[config.mk]
export PLATFORM = sky130hd
export DESIGN_NAME = spi_fifo
export DESIGN_NICKNAME = d
export VERILOG_FILES = /design/src/hw/rtl/spi_pkg.sv /design/src/hw/rtl/spi_fifo.sv
export SDC_FILE = /design/constraint.sdc
export NUM_CORES = 1
export LEC_CHECK = 0
export ABC_AREA = 1
export ABC_CLOCK_PERIOD_IN_PS = 34500
export BUFFER_PORTS_ARGS = -buffer_cell sky130_fd_sc_hd__clkbuf_2
export CAP_MARGIN = 10
export CORE_ASPECT_RATIO = 1.75
export CORE_MARGIN = 5
export CORE_UTILIZATION = 25
export CTS_CLUSTER_DIAMETER = 80
export DETAILED_ROUTE_END_ITERATION = 8
export PLACE_DENSITY_LB_ADDON = 0.12
export RECOVER_POWER = 50
export SYNTH_ARGS = -nofsm -noshare
export SYNTH_HDL_FRONTEND = slang
export SYNTH_SLANG_ARGS = --single-unit
[constraint.sdc]
create_clock -name aclk -period 34.5 [get_ports aclk]
set_input_delay 6.9 -clock aclk [delete_from_list [all_inputs] [get_ports aclk]]
set_output_delay 6.9 -clock aclk [all_outputs]
set_load 0.05 [all_outputs]
[src/hw/rtl/spi_pkg.sv]
// Shared types and constants for the segment pair intersection core.
// No dependencies; every other file imports this package.
package spi_pkg;

    localparam int CW  = 32;            // coordinate width
    localparam int DW  = CW + 1;        // coordinate difference width
    localparam int XW  = 2 * DW + 1;    // cross product width
    localparam int TW  = 16;            // tolerance width
    localparam int LSW = 34;            // low slice of the cross product for the point multiply
    localparam int PW  = DW + XW;       // point numerator product width
    localparam int QW  = 37;            // quotient bits produced by the divider
    localparam int KSH = 35;            // quotient bias, makes the dividend non-negative
    localparam int RW  = XW + 1;        // divisor (twice the denominator) and remainder width
    localparam int NW  = QW + RW;       // dividend width
    localparam int SW  = QW + 2;        // biased sum width
    localparam int FIFO_DEPTH = 4;
    localparam int FAW = 2;

    localparam logic REG_TOLERANCE = 1'b0;
    localparam logic [TW-1:0] TOL_RESET = 16'd66;

    typedef enum logic [1:0] {
        HOW_NONE     = 2'd0,
        HOW_SHARED   = 2'd1,
        HOW_CROSS    = 2'd2,
        HOW_PARALLEL = 2'd3
    } how_t;

    typedef struct packed {
        logic                 shared;
        logic signed [CW-1:0] sh_px;
        logic signed [CW-1:0] sh_py;
        logic signed [CW-1:0] asx;
        logic signed [CW-1:0] asy;
        logic signed [DW-1:0] v1x;
        logic signed [DW-1:0] v1y;
        logic signed [DW-1:0] v2x;
        logic signed [DW-1:0] v2y;
        logic signed [DW-1:0] v3x;
        logic signed [DW-1:0] v3y;
    } item_t;

    typedef struct packed {
        logic                 shared;
        logic                 par;
        logic                 in_rng;
        logic signed [CW-1:0] sh_px;
        logic signed [CW-1:0] sh_py;
        logic signed [CW-1:0] asx;
        logic signed [CW-1:0] asy;
    } side_t;

endpackage

[src/hw/rtl/spi_fifo.sv]
// Short request queue between the front end and the arithmetic back end.
// Depends on spi_pkg.
module spi_fifo import spi_pkg::*; (
    input  logic  aclk,
    input  logic  aresetn,
    input  logic  wr_valid,
    output logic  wr_ready,
    input  item_t wr_item,
    output logic  rd_valid,
    input  logic  rd_ready,
    output item_t rd_item
);

    item_t          mem_reg [FIFO_DEPTH];
    logic [FAW-1:0] wp_reg, rp_reg;
    logic [FAW:0]   cnt_reg;
    logic           push, pop;

    assign wr_ready = (cnt_reg != (FAW+1)'(FIFO_DEPTH));
    assign rd_valid = (cnt_reg != '0);
    assign rd_item  = mem_reg[rp_reg];
    assign push     = wr_valid && wr_ready;
    assign pop      = rd_valid && rd_ready;

    always_ff @(posedge aclk) begin
        if (!aresetn) begin
            wp_reg  <= '0;
            rp_reg  <= '0;
            cnt_reg <= '0;
        end else begin
            if (push) wp_reg <= wp_reg + 1'b1;
            if (pop)  rp_reg <= rp_reg + 1'b1;
            if (push && !pop) cnt_reg <= cnt_reg + 1'b1;
            else if (pop && !push) cnt_reg <= cnt_reg - 1'b1;
        end
    end

    always_ff @(posedge aclk) begin
        if (push) mem_reg[wp_reg] <= wr_item;
    end

endmodule

After elaboration in Yosys (flattened, before gate mapping)
Memories as Yosys holds them, arrays and structs flattened. A register that Yosys moved wholly into a read port is not among the register bits.
Cells that the tools add are included.
Widths: inputs -> output; s select.
{"block": "totals", "register_bits": 7, "latchBits": 0, "mem_bits_rw": 1308, "mem_bits_ro": 0, "inputBits": 331, "mem_count": 1}
{"block": "op_classes", "add_sub_neg": 4, "mul": 0, "div_mod_pow": 0, "order_cmp": 0, "n_eq_ne": 1, "shifts": 0, "mux": 6, "bitwise": 0, "reduce_logical": 8}
{"name": "mem_reg", "depth": 4, "word_bits": 327, "read_ports": 1, "rd_clocked_by_memory_dff": 1, "write_ports": 1, "line": "spi_fifo.sv:14", "source": "item_t mem_reg [FIFO_DEPTH];"}
{"operator": "$mux 3", "count": 2}
{"operator": "$add 2x1->2 const B", "count": 2}
{"operator": "$logic_and 1x1->1", "count": 4}
{"operator": "$mux 2", "count": 2}
{"operator": "$add 3x1->3 const B", "count": 1}
{"operator": "$ne 3x3->1 const B", "count": 1}
{"operator": "$reduce_bool 3->1", "count": 1}
{"operator": "$sub 3x1->3 const B", "count": 1}
{"operator": "$logic_not 1->1", "count": 2}
{"operator": "$mux 1", "count": 2}
{"operator": "$reduce_bool 2->1", "count": 1}

Logic depth before layout (Yosys ltp)
Gate-level depths: netlist of run 1.
{"block": "depth", "depth_word": 6, "mapped_depth": 13}

Least setup slack after synthesis of run 1
No wires, ideal clock.
{"block": "synth_timing", "path_kind": "input to register", "start": "in wr_valid", "end": "mem mem_reg[0][0] (netlist bit), enable pin", "setup_ps": 1024, "t_arrival_ps": 20589, "required_time_ps": 33476, "slack_ps": 12887, "stages": 2, "n_path_buf": 0, "cell_sequence": "nand2_1 > nor2_1"}
{"block": "synth_between", "elab_chain_cells": 3}
{"item": "start, declared", "line": "spi_fifo.sv:6", "source": "input logic wr_valid,"}
{"item": "$logic_and 1x1->1", "line": "spi_fifo.sv:22", "source": "assign push = wr_valid && wr_ready;"}
{"item": "$mux 1", "line": "spi_fifo.sv:39", "source": "if (push) mem_reg[wp_reg] <= wr_item;"}
{"item": "$mux 1 (not written as such)", "line": "spi_fifo.sv:39"}
{"item": "end, declared", "line": "spi_fifo.sv:14"}
No other way between the ends.

Worst setup path after layout of run 1
{"block": "layout_timing", "start": "in wr_valid", "end": "mem mem_reg[1][230] (netlist bit), enable pin"}
The elaborated chain is that of the path after synthesis.

==> results of run 1 <==
## worst reg2reg max path, cell delays in order, from the launching register on
cell and delay, ns:
dfxtp_1 0.40, nor2_1 0.07, nand2_1 0.16, nand2_1 0.21
nor2_4 0.12, clkbuf_1 6.45, buf_4 1.55
## power by group
group	internal, mW	switching, mW
logic	0.286	1.34
clock network	0.810	0.617
registers	1.95	0.0398
total	3.05	2.00
## worst paths after layout
check,start,endpoint,slack [ns],cells after the start
setup reg to reg,cnt_reg[0]$_SDFFE_PN0P_,mem_reg[1][230]$_DFFE_PP_,25.08,6
hold / removal,rp_reg[0]$_SDFFE_PN0P_,register,0.49,2
hold reg to reg,rp_reg[0]$_SDFFE_PN0P_,register,0.49,2
setup / recovery,wr_valid,mem_reg[1][230]$_DFFE_PP_,19.41,5
## area by class of cell
cell class / count / share of cell area [%]
diodes: 23 / 0.0985
clock buffers: 169 / 6.33
clock inverters: 76 / 0.958
inverters: 16 / 0.137
multi-input cells: 1680 / 13.8
flip-flops and latches: 1317 / 67.6
well taps: 2592 / 5.55
repair buffers: 704 / 5.59
## Yosys cell counts
| cell type | n |
|---|---|
| dfxtp_1 | 9 |
| nand3_1 | 4 |
| clkbuf_1 | 130 |
| fa_1 | 1 |
| nand2_1 | 15 |
| o22ai_1 | 327 |
| a21oi_1 | 3 |
| edfxtp_1 | 1308 |
| clkbuf_2 | 1 |
| buf_4 | 7 |
| inv_2 | 2 |
| inv_1 | 14 |
| nor2_1 | 668 |
| o21ai_0 | 655 |
| xor2_1 | 1 |
| buf_6 | 18 |
| ha_1 | 5 |
| nand3b_1 | 1 |
| buf_2 | 61 |
## cell usage in the layout (no fill, tap or decap), drive strengths merged
cell,instances
nor2,668
o22ai,327
buf,43
o21ai,655
ha,5
a21oi,3
inv,20
nand2,15
edfxtp,1308
clkbuf,830
clkinvlp,5
xor2,1
clkinv,61
nand3b,1
nand3,4
diode,23
fa,1
bufinv,6
dfxtp,9
## kinds of logic (layout without fill, tap and decap cells)
logic type | after synthesis | in the layout | synth area share (%)
other | 0 | 23 | 0
AOI/OAI and AO/OA | 985 | 985 | 11.0
adders and majority gates | 6 | 6 | 0.170
xor gates and xnor gates | 1 | 1 | 0.0180
buffers and inverters | 233 | 965 | 2.29
and+or+nand+nor | 688 | 688 | 5.33
DFF | 1317 | 1317 | 81.2
## metal layers
layer,GRT usage (%),part of all wire (%),routed length (um)
met4,4.20,2.7,3970
met1,16.4,40,58500
met2,22.5,47,68700
met3,5.28,9.1,13200
met5,0,0.23,328
==> flow_summary_export.csv, run 1 <==
group,metric,value,unit
run_status,status,"finished, violations left",
run_status,violations,"max-capacitance violations, max-slew violations",
cts,cts-hold-fix-buffers,0,
sta,timing_worst_slew_pin_value,9.35,ns
critical_path,startpoint_type,"input port",
sta,worst_slew_margin_relative_to_its_limit,-524,%
yosys,netlist_top_cells_area,"edfxtp_1, o21ai_0, nor2_1",
cts,cts_made_buffers,142,
yosys,yosysTopAreaCell,"edfxtp_1",
cts,clock_latency,0.77,ns
cts,path_clk_slew,0.06,ns
layout,area_taken_by_flip_flops_and_latches,39500,sq um
critical_path,kind_of_cell_adding_the_most_delay_to_the_critical_path,"buffers and inverters",
cts,cts_tree,"built",
yosys,synth-warning-count,0,
routing,drt-pass1-iter-count,5,
cts,clock_tree.buffer_depth,4,
critical_path,critPathMaxStageDelay,6.45,ns
floorplanning,die-height,593,um
floorplanning,die_width,343,um
placement,post-place-ws,23.52,ns
critical_path,crit_path_max_fanout,122,
placement,placement.cell_area,54500,sq um
sta,setup_ws,19.41,ns
layout,final_nets,4198,
sta,unrepaired_setup_endpoints_after_global_routing,"no",
cts,cts_sinks,1317,
floorplanning,floorplan.initialDensity,25.1,%
yosys,synth_sequential_area_ratio,81.2,%
yosys,ys_types,19,
critical_path,crit_buf_inv,3,
cts,cts_setup_buffers,0,
critical_path,timing.critical_path.required,34.86,ns
critical_path,crit_end_category,"register",
routing,drtAntennaViolNets,0,
sta,hold_slack,0.489,ns
sta,post-route-period-util,43.7,%
placement,globalplace.congestion,0.706,
critical_path,critical-path-slowest-cell,"clkbuf_1",
grt,track_usage,13.6,%
placement,place.detailed.instances,6309,
yosys,postSynthAreaPerCell,15.0,sq um
floorplanning,design.core.area,194000,sq um
grt,via_count_of_the_first_global_routing_pass,29553,
grt,pin_count_of_the_biggest_net_entering_global_routing,172,
cts,htreeDepth,4,
floorplanning,placement_rows,214,
sta,number_of_slew_limit_violations_in_the_final_report,214,
sta,min_period,15.09,ns
run,maxCapViolCount,4,
routing,totalWireLength,145000,um
layout,stdcell_area,58400,sq um
yosys,netlist.area_leader.share,80.8,%
layout,post_layout_nonfiller_instances,6577,
sta,timing.clock.skew,0.0565,ns
layout,filler_cell_count,19817,
layout,multi_input_comb_area,8040,sq um
sta,timing_hold_violations_final,0,
routing,post_drt_via_cell_ratio,4.42,
routing,average_wire_per_cell_in_the_routed_design,22.0,um
layout,syn_to_final_growth,20.2,%
min_path,min-delay-path-class,"register to register",
cts,cts_root_buf,"clkbuf_16",
sta,max_clock_freq,66.3,MHz
sta,final.setup.tns,0,ns
power_and_ir_drop,p_per_area,86.4,nW/um^2
sta,setup-violations-final,0,
floorplanning,dieArea,204000,sq um
yosys,yosys_register_bits,1317,
routing,vias_after_detailed_routing,29101,
layout,utilization,30.1,%
routing,dr.first_iter.drc_count,1443,
routing,drc_errors,0,
critical_path,critical_path.most_common_cell,"clkbuf_1",
grt,grt_antenna_before_repair,50,
yosys,synthesis.instances,3230,
grt,grt.overflow.total,0,
critical_path,cp_cell_sequence,"clkbuf_1 > nand2_1 > nor2_4 > clkbuf_1 > buf_4",
placement,hpwl_after_dpl,85400,um
power_and_ir_drop,vdd.ir_drop.worst,0.0557,mV
power_and_ir_drop,design_power_total,5.05,mW
cts,post_cts.resized_instances,0,
placement,place.port_buffers,659,
floorplanning,num_io_pins,660,
critical_path,timing.critical_path.arrival,15.45,ns
power_and_ir_drop,cellLeakagePower,19.0,nW
layout,post_route_cells_drive_above_1_share,14.2,%
yosys,synthesis.nets,3567,
layout,largest_register_ff_count,1308,
yosys,syn_area,48600,sq um
grt,grt_first_pass_wirelength,207000,um
critical_path,setup_cp_type,"input port to register",
Power figures use the tool's default switching activity.
==> run 2: changes to the inputs <==
--- a/config.mk
+++ b/config.mk
@@ -6,7 +6,7 @@
 export NUM_CORES = 1
 export LEC_CHECK = 0
 export ABC_AREA = 1
-export ABC_CLOCK_PERIOD_IN_PS = 34500
+export ABC_CLOCK_PERIOD_IN_PS = 14950
 export BUFFER_PORTS_ARGS = -buffer_cell sky130_fd_sc_hd__clkbuf_2
 export CAP_MARGIN = 10
 export CORE_ASPECT_RATIO = 1.75
==> constraint.sdc (replaced) <==
create_clock -name aclk -period 14.95 [get_ports aclk]
set_input_delay 2.99 -clock aclk [delete_from_list [all_inputs] [get_ports aclk]]
set_output_delay 2.99 -clock aclk [all_outputs]
set_load 0.05 [all_outputs]
==> run 2 against run 1 <==
- the flow still finishes with violations (max-capacitance violations, max-slew violations)
- total power increased by 130%
- first-iteration DRC count increased by 4.2%
- wire length decreased by 0.89%
- die area unchanged
- via count increased by 0.67%
- sequential share of layout area decreased by 0.084 points
- highest routed layer unchanged
==> flow_summary_export.csv, run 2 (synthesized netlist as in run 1, its figures left out) <==
group,metric,value,unit
run_status,status,"finished, violations left",
run_status,violations,"max-capacitance violations, max-slew violations",
run,maxCapViolCount,3,
power_and_ir_drop,internal_power,7.12,mW
sta,max_clock_freq,90.3,MHz
sta,timing.clock.skew,0.0432,ns
layout,filler_cell_count,19742,
cts,cts-hold-fix-buffers,0,
min_path,min_path_cells,2,
grt,grt.overflow.total,0,
critical_path,r2r_setup_slack,5.61,ns
placement,globalplace.congestion,0.697,
routing,drc_errors,0,
grt,via_count_of_the_first_global_routing_pass,29751,
power_and_ir_drop,switching_component_of_the_power,4.60,mW
layout,utilization,30.2,%
cts,clock_latency,0.78,ns
floorplanning,design.core.area,194000,sq um
floorplanning,die_width,343,um
min_path,hp-start,"rp_reg[1]$_SDFFE_PN0P_",
sta,timing_worst_slew_pin_value,9.60,ns
placement,place.detailed.instances,6306,
cts,cts_made_buffers,146,
routing,drt-pass1-iter-count,5,
sta,number_of_slew_limit_violations_in_the_final_report,173,
sta,min_period,11.08,ns
placement,hpwl_after_dpl,83400,um
cts,post_cts.resized_instances,0,
placement,place.port_buffers,659,
cts,cts_tree,"built",
critical_path,reg2regPathDepth,7,
cts,clock_tree.buffer_depth,4,
routing,dr.first_iter.drc_count,1504,
sta,post-route-period-util,74.1,%
critical_path,crit_path_max_fanout,128,
cts,htreeDepth,4,
layout,syn_to_final_growth,20.3,%
critical_path,timing.critical_path.arrival,11.47,ns
critical_path,setup_cp_type,"input port to register",
critical_path,rr_endpoint,"mem_reg[0][230]$_DFFE_PP_",
critical_path,crit-reg2reg-launch,"cnt_reg[1]$_SDFFE_PN0P_",
cts,cts_setup_buffers,0,
floorplanning,floorplan.initialDensity,25.1,%
power_and_ir_drop,cellLeakagePower,19.0,nW
sta,setup-violations-final,0,
grt,pin_count_of_the_biggest_net_entering_global_routing,166,
sta,timing_hold_violations_final,0,
layout,post_layout_nonfiller_instances,6566,
routing,totalWireLength,143000,um
critical_path,crit_end_category,"register",
cts,cts_root_buf,"clkbuf_16",
grt,grt_use_met1,16.2,%
critical_path,timing.critical_path.required,15.34,ns
power_and_ir_drop,pwr-share-clk,28.7,%
power_and_ir_drop,vdd.ir_drop.worst,0.127,mV
power_and_ir_drop,combinationalPowerShare,32.1,%
power_and_ir_drop,design_power_total,11.7,mW
sta,unrepaired_setup_endpoints_after_global_routing,"no",
routing,drtAntennaViolNets,0,
power_and_ir_drop,p_seq_share,39.3,%
layout,layout_commonest_cell,"edfxtp_1",
floorplanning,dieArea,204000,sq um
routing,post_drt_via_cell_ratio,4.46,
routing,average_wire_per_cell_in_the_routed_design,21.8,um
cts,cts_sinks,1317,
power_and_ir_drop,p_sw_share,39.2,%
floorplanning,die-height,593,um
critical_path,startpoint_type,"input port",
floorplanning,placement_rows,214,
power_and_ir_drop,p_per_area,200,nW/um^2
sta,worst_slew_margin_relative_to_its_limit,-540,%
grt,grt_first_pass_wirelength,208000,um
floorplanning,num_io_pins,660,
grt,grt_antenna_before_repair,50,
grt,groute.layer.met3.usage,5.70,%
min_path,min-delay-path-class,"register to register",
grt,gr-usage-met2,22.4,%
grt,grt_most_used_layer,"met2",
layout,mostFrequentLayoutCells,"edfxtp_1, nor2_1, o21ai_0",
cts,path_clk_slew,0.06,ns
grt,track_usage,13.6,%
routing,vias_after_detailed_routing,29296,
layout,final_nets,4199,
layout,largest_register_ff_count,1308,
layout,post_route_cells_drive_above_1_share,14.0,%
## run 2: cell type report
type                       count  area (sq um)  share of cell area (%)
clock buffer                 190          3930                    6.71
antenna                       18          45.0                  0.0770
clock inverter                52           418                   0.715
multi-input combinational   1680          8030                    13.7
tap                         2592          3240                    5.55
timing repair buffer         701          3270                    5.60
sequential                  1317         39500                    67.5
inverter                      16          80.1                   0.137
## run 2: how the worst max path moves through the flow
stage                        start                   endpoint  depth (start not counted)
final                     wr_valid  mem_reg[0][230]$_DFFE_PP_                          6
after global routing      wr_valid  mem_reg[0][284]$_DFFE_PP_                          6
after CTS                 register               rd_item[277]                          7
after detailed placement  register               rd_item[277]                          7
after global placement    register               rd_item[277]                          7
after floorplan           wr_valid    mem_reg[0][0]$_DFFE_PP_                          2
## run 2: power by group through the flow
stage          sequential (mW)  combinational, mW  clock [mW]
2_1_floorplan             4.84               2.67           0
3_3_place_gp              4.66               3.87           0
3_5_place_dp              4.66               3.87           0
4_1_cts                   4.58               3.88        3.51
5_1_grt                   4.63               4.04        3.65
6_report                  4.60               3.76        3.36
## run 2: metrics by stage
stage	hold WS (ns)	cell area (sq um)	setup slack, ns	setup TNS [ns]
finish	0.499	58500	3.87	0
global route	0.541	58400	3.13	0
CTS	0.501	58900	6.48	0
detailed placement	0.485	54500	7.35	0
global placement	0.482	54500	7.38	0
floorplan	0.465	48600	-2.75	-3600.49
## run 2: per-layer routing
layer | routed length, um | up-vias | share of wire, %
li1 | - | 13529 | -
met1 | 57600 | 14718 | 40
met2 | 68500 | 732 | 48
met3 | 13100 | 255 | 9.1
met4 | 3890 | 62 | 2.7
met5 | 411 | - | 0.29
## run 2: critical path: stages
cell,delay [ns]
clkbuf_1,0.12
nand2_1,0.18
nor2_4,0.11
clkbuf_1,6.60
buf_12,0.40
buf_4,0.77
